===== config.mk =====
export PLATFORM = sky130hd
export DESIGN_NAME = sraef_ctrl
export DESIGN_NICKNAME = d
export VERILOG_FILES = /design/src/hw/rtl/sraef_pkg.sv /design/src/hw/rtl/sraef_ctrl.sv
export SDC_FILE = /design/constraint.sdc
export NUM_CORES = 1
export LEC_CHECK = 0
export BUFFER_PORTS_ARGS = -buffer_cell sky130_fd_sc_hd__buf_2
export CAP_MARGIN = 20
export CORE_AREA = 8 8 45 47
export CTS_BUF_LIST = sky130_fd_sc_hd__clkbuf_16
export DETAILED_ROUTE_END_ITERATION = 12
export DIE_AREA = 0 0 53 55
export GPL_TIMING_DRIVEN = 0
export SYNTH_ARGS = -nofsm -noshare
export SYNTH_HDL_FRONTEND = slang
export SYNTH_SLANG_ARGS = --single-unit

===== constraint.sdc =====
create_clock -name clock -period 1.2 [get_ports clock]
set_input_delay 0.18 -clock clock [delete_from_list [all_inputs] [get_ports clock]]
set_output_delay 0.18 -clock clock [all_outputs]
set_load 0.02 [all_outputs]

===== src/hw/rtl/sraef_pkg.sv =====
// Shared types and constants for the sparse row accumulator with eps filter.
// Holds stream field layout, controller state enum and the control/status bundles.
// No dependencies.
package sraef_pkg;

   // Column space and derived index widths
   localparam int NUM_COLS = 64;
   localparam int COL_BITS = $clog2(NUM_COLS);
   localparam int CNT_BITS = $clog2(NUM_COLS + 1);

   // Field widths
   localparam int ROW_W    = 16;
   localparam int COL_W    = 6;
   localparam int IN_VAL_W = 32;
   localparam int ACC_W    = 64;
   localparam int EPS_W    = 63;

   // Request tdata layout: row, col, a_value, b_value (lowest bit first)
   localparam int REQ_ROW_LSB = 0;
   localparam int REQ_COL_LSB = REQ_ROW_LSB + ROW_W;
   localparam int REQ_A_LSB   = REQ_COL_LSB + COL_W;
   localparam int REQ_B_LSB   = REQ_A_LSB + IN_VAL_W;
   localparam int REQ_TDATA_W = ((REQ_B_LSB + IN_VAL_W + 7) / 8) * 8;

   // Response tdata layout: out_row, out_col, out_value (lowest bit first)
   localparam int RSP_ROW_LSB = 0;
   localparam int RSP_COL_LSB = RSP_ROW_LSB + ROW_W;
   localparam int RSP_VAL_LSB = RSP_COL_LSB + COL_W;
   localparam int RSP_TDATA_W = ((RSP_VAL_LSB + ACC_W + 7) / 8) * 8;

   // Controller states
   typedef enum logic [2:0] {
      ST_IDLE,
      ST_UPDATE,
      ST_LIST,
      ST_ACC,
      ST_EVAL,
      ST_FINISH
   } state_type;

   // Commands from controller to datapath
   typedef struct packed {
      logic ready;      // request channel open
      logic take;       // request transfer this cycle
      logic update;     // accumulator read-modify-write
      logic list_rd;    // read touched list at drain index
      logic acc_rd;     // read accumulator of listed column, clear its mark
      logic eval_step;  // judge current column and advance drain index
      logic finish;     // emit closing result and reset row state
   } cmd_type;

   // Status from datapath to controller
   typedef struct packed {
      logic in_prod;    // offered item carries a usable product
      logic in_eor;     // offered item closes the row
      logic eor;        // captured item closes the row
      logic keep;       // current drain column passes the filter
      logic hold_valid; // a kept entry is waiting in the hold stage
      logic out_free;   // result register can take a new entry
      logic idx_last;   // drain index is at the last touched column
      logic count_zero; // no column touched in this row
   } status_type;

endpackage


===== src/hw/rtl/sraef_ctrl.sv =====
// Controller of the sparse row accumulator: sequences accept, update and drain.
// Depends on sraef_pkg.
module sraef_ctrl import sraef_pkg::*; (
   input  logic       clock,
   input  logic       reset,
   input  logic       req_tvalid,
   input  status_type status,
   output cmd_type    cmd
);

   state_type state_ff;
   state_type state_in;

   // Next state
   always_comb begin
      state_in = state_ff;
      unique case (state_ff)
         ST_IDLE: begin
            if (req_tvalid) begin
               priority if (status.in_prod) begin
                  state_in = ST_UPDATE;
               end else if (status.in_eor) begin
                  state_in = status.count_zero ? ST_FINISH : ST_LIST;
               end else begin
                  state_in = ST_IDLE;
               end
            end
         end
         ST_UPDATE: begin
            state_in = status.eor ? ST_LIST : ST_IDLE;
         end
         ST_LIST: begin
            state_in = ST_ACC;
         end
         ST_ACC: begin
            state_in = ST_EVAL;
         end
         ST_EVAL: begin
            if (!(status.keep && status.hold_valid && !status.out_free)) begin
               state_in = status.idx_last ? ST_FINISH : ST_LIST;
            end
         end
         ST_FINISH: begin
            if (status.out_free) begin
               state_in = ST_IDLE;
            end
         end
         default: begin
            state_in = ST_IDLE;
         end
      endcase
   end

   // Commands
   always_comb begin
      cmd = '0;
      unique case (state_ff)
         ST_IDLE: begin
            cmd.ready = 1'b1;
            cmd.take  = req_tvalid;
         end
         ST_UPDATE: begin
            cmd.update = 1'b1;
         end
         ST_LIST: begin
            cmd.list_rd = 1'b1;
         end
         ST_ACC: begin
            cmd.acc_rd = 1'b1;
         end
         ST_EVAL: begin
            // stall while a kept entry must leave the hold stage but the output is busy
            cmd.eval_step = !(status.keep && status.hold_valid && !status.out_free);
         end
         ST_FINISH: begin
            cmd.finish = status.out_free;
         end
         default: begin
            cmd = '0;
         end
      endcase
   end

   always_ff @(posedge clock) begin
      if (reset) begin
         state_ff <= ST_IDLE;
      end else begin
         state_ff <= state_in;
      end
   end

endmodule


==> results.yml, run 1 <==
detailed_routing:
  routed_wl_mm: 1.11
  post_drt_wl_per_cell_um: 13.7
  drt_iter0_drc: 9
  drc_errors: 0
  first_pass_iters: 4
  viasPerCell: 4.83
  vias: 391
  detail-route-antenna-nets: 0
clock_network:
  clock_latency_ps: 230
  cts_tree: "yes"
  numCtsBuffers: 3
  clk_pin_slew_worst_paths_ps: 30
  clockRootBuffer: "clkbuf_16"
  cts_hold_buf: 0
  numClockSinks: 3
  clockBufferDepth: 2
  cts.htree.levels: 1
final_layout:
  fin_nets: 77
  drive_gt1_share_pct: 66.2
  finish.utilization_pct: 45.0
  final_cell_mix: "12 x buf_2, 7 x buf_4, 6 x buf_6"
  largest_reg_flops: 3
  areaGrowthSynthToFinish_pct: 116
  reg_top3: "state_ff: 3 flops"
  final_common_cell: "buf_2"
  n_antenna_cell: 0
  largest-register: "state_ff"
  fill_cells: 142
  fin_cells: 81
global_route:
  grt_pass1_vias: 412
  antenna_found_initial: 0
  overflow: 0
  use_met1_pct: 8.35
  gr-usage-all-layers_pct: 8.25
  use_met3_pct: 1.87
  grt_util_met2_pct: 12.7
  grt_first_pass_wirelength_mm: 1.73
  gr-max-usage-layer: "met2"
  grt_max_degree: 11
timing:
  finalHoldViolCount: 0
  post-route-period-util_pct: 113
  fin_crit_ps: 1350
  timing.hold.ws_ps: 153
  tightest_slew_ps: 285
  skew_ps: 2.47
  tns_ps: -778
  setup_viol: 9
  max_slew_margin_pct: 81.0
  grt_setup_unrepaired: "true"
  drv_slew: 0
  max_freq_mhz: 740
  fin_ws_ps: -152
power:
  power_density_mw_per_mm2: 1460
  switchingPower_mw: 0.238
  comb_power_share_pct: 27.8
  ir_worst_vdd_mv: 1.02
  leakage_nw: 0.267
  pwr-share-seq_pct: 14.0
  p_sw_share_pct: 26.1
  power.internal_mw: 0.673
  clockPowerShare_pct: 58.2
yosys:
  synth_fp_nets: 48
  ys_warn_count: 0
  synthCells: 37
  synth_flop_cell: "dfxtp_1"
  yosysTopAreaCellShare_pct: 20.8
  seq_area_frac_synth_pct: 20.8
  syn_avg_cell_area_um2: 7.81
  synth_edf_count: 0
  yosys.area.top_type: "dfxtp_1"
  netlist_area_um2: 289
  synth-seq-cells: 3
  yosysUniqueCellTypes: 27
  ys_top_cells_by_area: "dfxtp_1 21%, nand2b_1 6.5%, nor3_4 5.6%"
  synth_async_sr_flop_share_pct: 0
floorplanning:
  start_util_pct: 20.9
  fp.dieH_um: 55
  die_x_um: 53
  die_area_mm2: 0.00292
  io_pins: 18
  rows: 14
  core_region_area_mm2: 0.00138
worst_setup_path:
  arrival_ps: 1170
  worstPathRequired_ps: 1020
  crit_path_start: "state_ff[1]"
  criticalPathCategory: "reg -> out"
  r2r_start: "state_ff[1]"
  cp_max_fo: 5
  crit_path_end_kind: "output pin"
  crit_path_start_kind: "flop"
worst_hold_path:
  min_path_type: "in -> reg"
  hold_path_startpoint: "reset"
placed_design:
  dp.cells: 70
  dp_hpwl_um: 708
  place.port_buffers: 17
  gp_congestion: 0.828
flow_run:
  drv_cap: 0
run_status:
  violations: "setup timing"
  status: "finished, violations left"
## what timing repair did
action | in CTS | in global routing
endpoints found under the setup margin | 10 | 10
pin swaps | 5 | 4
buffers inserted | 4 | 2
cloned | 0 | 1
gates resized for setup | 17 | 6
## cell type report
cell class	count	area, um^2	area share (%)
repair buffers	24	169	27.1
flip-flops and latches	3	67.6	10.8
well taps	16	20.0	3.21
multi-input cells	30	265	42.6
inverters	3	11.3	1.81
plain buffers	1	11.3	1.81
clock buffers	3	75.1	12.0
clock inverters	1	3.75	0.602
## path summary, 6_finish.rpt
check | end | slack [ps] | cells after the start
worst max-delay path | cmd[1] | -150 | 4
worst min-delay path | state_ff[0] | 150 | 2
worst max register to register | state_ff[0] | -120 | 5
worst min register to register | state_ff[1] | 690 | 3
## power groups by stage
stage               Clock (mW)  Combinational, mW  Sequential, mW
floorplan                    0              0.129           0.124
global placement             0              0.182           0.126
detailed placement           0              0.182           0.127
CTS                      0.538              0.219           0.125
global route             0.543              0.274           0.130
finish                   0.530              0.254           0.128
## routing by layer
metal / vias to the layer above / wire (um)
li1: 192 / -
met1: 179 / 426
met2: 16 / 525
met3: 4 / 103
met4: 0 / 53
met5: - / 0
## critical path: stages (launching register included)
cell and delay, ps:
dfxtp_1 310, buf_6 130, nor3b_4 220, o21a_1 170, buf_6 110
## logic make-up after synthesis
group,Yosys count,share of synthesized area [%]
flops,3,20.8
simple gates,19,44.6
buf+inv,4,5.63
compound gates,11,29.0
## stage by stage
stage | power (mW) | worst slack, ps | cell area (um^2)
2_1_floorplan | 0.253 | -193 | 313
3_3_place_gp | 0.308 | -210 | 418
3_5_place_dp | 0.308 | -195 | 418
4_1_cts | 0.882 | -125 | 587
5_1_grt | 0.948 | -201 | 623
6_report | 0.911 | -152 | 623
## synthesized netlist by cell type, types with 2 or more instances
cell / instances
inv_1: 2
nand2_1: 4
and2_1: 2
o21ai_0: 2
dfxtp_1: 3
nand2b_1: 3
(Power assumes the default switching activity.)
==> run 2, diff against run 1 <==
--- a/config.mk
+++ b/config.mk
@@ -5,6 +5,7 @@
 export SDC_FILE = /design/constraint.sdc
 export NUM_CORES = 1
 export LEC_CHECK = 0
+export ABC_AREA = 1
 export BUFFER_PORTS_ARGS = -buffer_cell sky130_fd_sc_hd__buf_2
 export CAP_MARGIN = 20
 export CORE_AREA = 8 8 45 47
@@ -12,6 +13,7 @@
 export DETAILED_ROUTE_END_ITERATION = 12
 export DIE_AREA = 0 0 53 55
 export GPL_TIMING_DRIVEN = 0
+export PLACE_DENSITY = 0.43
 export SYNTH_ARGS = -nofsm -noshare
 export SYNTH_HDL_FRONTEND = slang
 export SYNTH_SLANG_ARGS = --single-unit
==> run 2 against run 1 <==
Against the previous run: the run still ends with setup timing left; clock power is 3% lower; synthesized cell count is 32% higher; global-route usage fell by 1.8 points; critical path depth unchanged; final cell count grew 11%; synthesized area is 4.3% lower; routed wire length down 16%; design area decreased by 14%; first-iteration DRC count is 78% lower; via count is 0.77% lower; largest cell class unchanged; largest power group unchanged; highest routed layer unchanged.
==> results.yml, run 2 <==
worst_setup_path:
  criticalPathCategory: "reg -> out"
  worstPathRequired_ps: 1020
  cp_cell_sequence: "nor2_4 > nand2_2 > a31oi_1 > buf_4"
  crit_path_end_kind: "output pin"
  ff2ff_setup_slack_ps: 80
  r2r_end: "state_ff[2]"
  crit_path_start: "state_ff[0]"
  critPathMaxStageDelay_ps: 350
  rr_worst_depth: 8
  arrival_ps: 1110
  crit_path_start_kind: "flop"
  r2r_start: "state_ff[0]"
  crit_slowest_cell: "dfxtp_4"
  cp_max_fo: 5
worst_hold_path:
  hold_depth: 2
  hold_path_startpoint: "reset"
  whs_endpoint: "state_ff[2]"
  min_path_type: "in -> reg"
placed_design:
  dp.cells: 82
  place_area_um2: 382
  dp_hpwl_um: 729
  gp_congestion: 0.728
  place.port_buffers: 17
final_layout:
  largest_reg_flops: 3
  reg_top3: "state_ff: 3 flops"
  largest-register: "state_ff"
  fin_cells: 90
  final_common_cell: "buf_2"
  finish.utilization_pct: 38.8
  areaGrowthSynthToFinish_pct: 94.1
  n_antenna_cell: 0
  drive_gt1_share_pct: 48.6
  fin_area_um2: 537
  final_cell_mix: "11 x buf_2, 9 x nand2_1, 9 x buf_4"
  fin_nets: 86
timing:
  max_freq_mhz: 777
  grt_setup_unrepaired: "true"
  max_slew_margin_pct: 89.1
  fin_ws_ps: -86.2
  post-route-period-util_pct: 107
  skew_ps: 0.0335
  drv_slew: 0
  fin_crit_ps: 1290
  finalHoldViolCount: 0
  tightest_slew_ps: 162
  setup_viol: 2
power:
  ir_worst_vdd_mv: 0.897
  leakage_nw: 0.298
  power_density_mw_per_mm2: 1610
yosys:
  yosysUniqueCellTypes: 15
  seq_area_frac_synth_pct: 21.7
  synthCells: 49
  syn_avg_cell_area_um2: 5.64
  yosysTopAreaCellShare_pct: 21.7
  synth_fp_nets: 60
  synth-seq-cells: 3
  yosys.cell_count.top_type: "nand2_1"
  yosys.area.top_type: "dfxtp_1"
  ys_top_cells_by_area: "dfxtp_1 22%, nand2_1 14%, nand3_1 13%"
  synth_async_sr_flop_share_pct: 0
  netlist_area_um2: 277
  synthTopCellsByCount: "10 x nand2_1, 7 x inv_1, 7 x nand3_1, 5 x nor2_1, 4 x nor2_2"
  synth_flop_cell: "dfxtp_1"
  ys_warn_count: 0
  synth_edf_count: 0
run_status:
  violations: "setup timing"
  status: "finished, violations left"
detailed_routing:
  met2_length_um: 426
  drt_iter0_drc: 2
  wl_met3_um: 105
  post_drt_wl_per_cell_um: 10.4
  first_pass_iters: 4
  drc_errors: 0
  routed_wl_um: 935
  top_layer: "met4"
  viasPerCell: 4.31
  detail-route-antenna-nets: 0
  met1_length_um: 382
  vias: 388
floorplanning:
  core_region_area_mm2: 0.00138
  rows: 14
  fp.dieH_um: 55
  die_area_mm2: 0.00292
  start_util_pct: 20.0
  die_x_um: 53
  io_pins: 18
clock_network:
  numCtsBuffers: 3
  cts_tree: "yes"
  clk_pin_slew_worst_paths_ps: 30
  clock_latency_ps: 220
  clockRootBuffer: "clkbuf_16"
  cts.htree.levels: 1
  numClockSinks: 3
  clockBufferDepth: 2
  cts_hold_buf: 0
global_route:
  grt_max_degree: 8
  overflow: 0
  antenna_found_initial: 0
  gr-usage-all-layers_pct: 6.49
  grt_pass1_vias: 349
  grt_first_pass_wirelength_mm: 1.35
flow_run:
  drv_cap: 0
==> run 2: changes by cell type after synthesis, sizes merged, moves of 2 or more <==
cell,before,now
nor2,1,9
nand3,1,8
inv,3,9
nand2,4,10
nand2b,3,0
and2,2,0
nand4,0,2
nor3,3,1
nor3b,2,0
==> run 2: cells by family (layout without fill, tap and decap cells) <==
| family | count (synthesis) | after routing | share of synthesized area, % |
|---|---|---|---|
| AND/OR/NAND/NOR | 31 | 31 | 54.7 |
| buffers and inverters | 9 | 34 | 12.2 |
| AO/OA/AOI/OAI | 6 | 6 | 11.3 |
| flip-flops | 3 | 3 | 21.7 |
==> run 2: how the worst max path moves through the flow <==
stage,endpoint,slack (ps),cells after the start
floorplan,cmd[1],20,3
global placement,cmd[1],20,4
detailed placement,cmd[1],20,4
CTS,cmd[1],-80,4
global route,cmd[1],-160,4
finish,cmd[1],-90,4
==> run 2: cell type report <==
type | instances | area, um^2
tap | 16 | 20.0
fill | 157 | 847
sequential | 3 | 71.3
clock inverter | 1 | 3.75
clock buffer | 3 | 75.1
inverter | 9 | 38.8
multi-input combinational | 37 | 194
timing repair buffer | 21 | 134
==> run 2: metrics by stage <==
| stage | power (mW) | TNS (ps) | hold slack [ps] | setup slack [ps] |
|---|---|---|---|---|
| floorplan | 0.236 | 0 | 249 | 21.2 |
| global placement | 0.295 | 0 | 379 | 19.7 |
| detailed placement | 0.293 | 0 | 382 | 15.7 |
| CTS | 0.843 | -92.3 | 144 | -81.6 |
| global route | 0.924 | -319 | 151 | -160 |
| finish | 0.867 | -114 | 149 | -86.2 |
==> run 2: timing repair <==
action / CTS / global route
setup buffers: 1 / 3
gates cloned: 0 / 0
pin swaps: 1 / 2
endpoints found under the setup margin: 7 / 7
resized for setup: 10 / 9
==> run 2: layer usage <==
layer / track usage (%) / up-vias
met4: 5.17 / 0
met1: 6.05 / 164
li1: - / 209
met3: 4.28 / 3
met5: 0 / -
met2: 9.96 / 12
==> run 2: critical path: cells and delay by family, from the launching register on <==
kind            cells  cell delay, ps
buf+inv             1             160
compound gates      1             140
simple gates        2             230
flops               1             350
==> run 2: power by group <==
group	total [mW]	switching, mW	internal, mW
Clock	0.515	0.0861	0.429
Sequential	0.130	0.0197	0.110
Combinational	0.222	0.116	0.106
Total	0.867	0.221	0.645
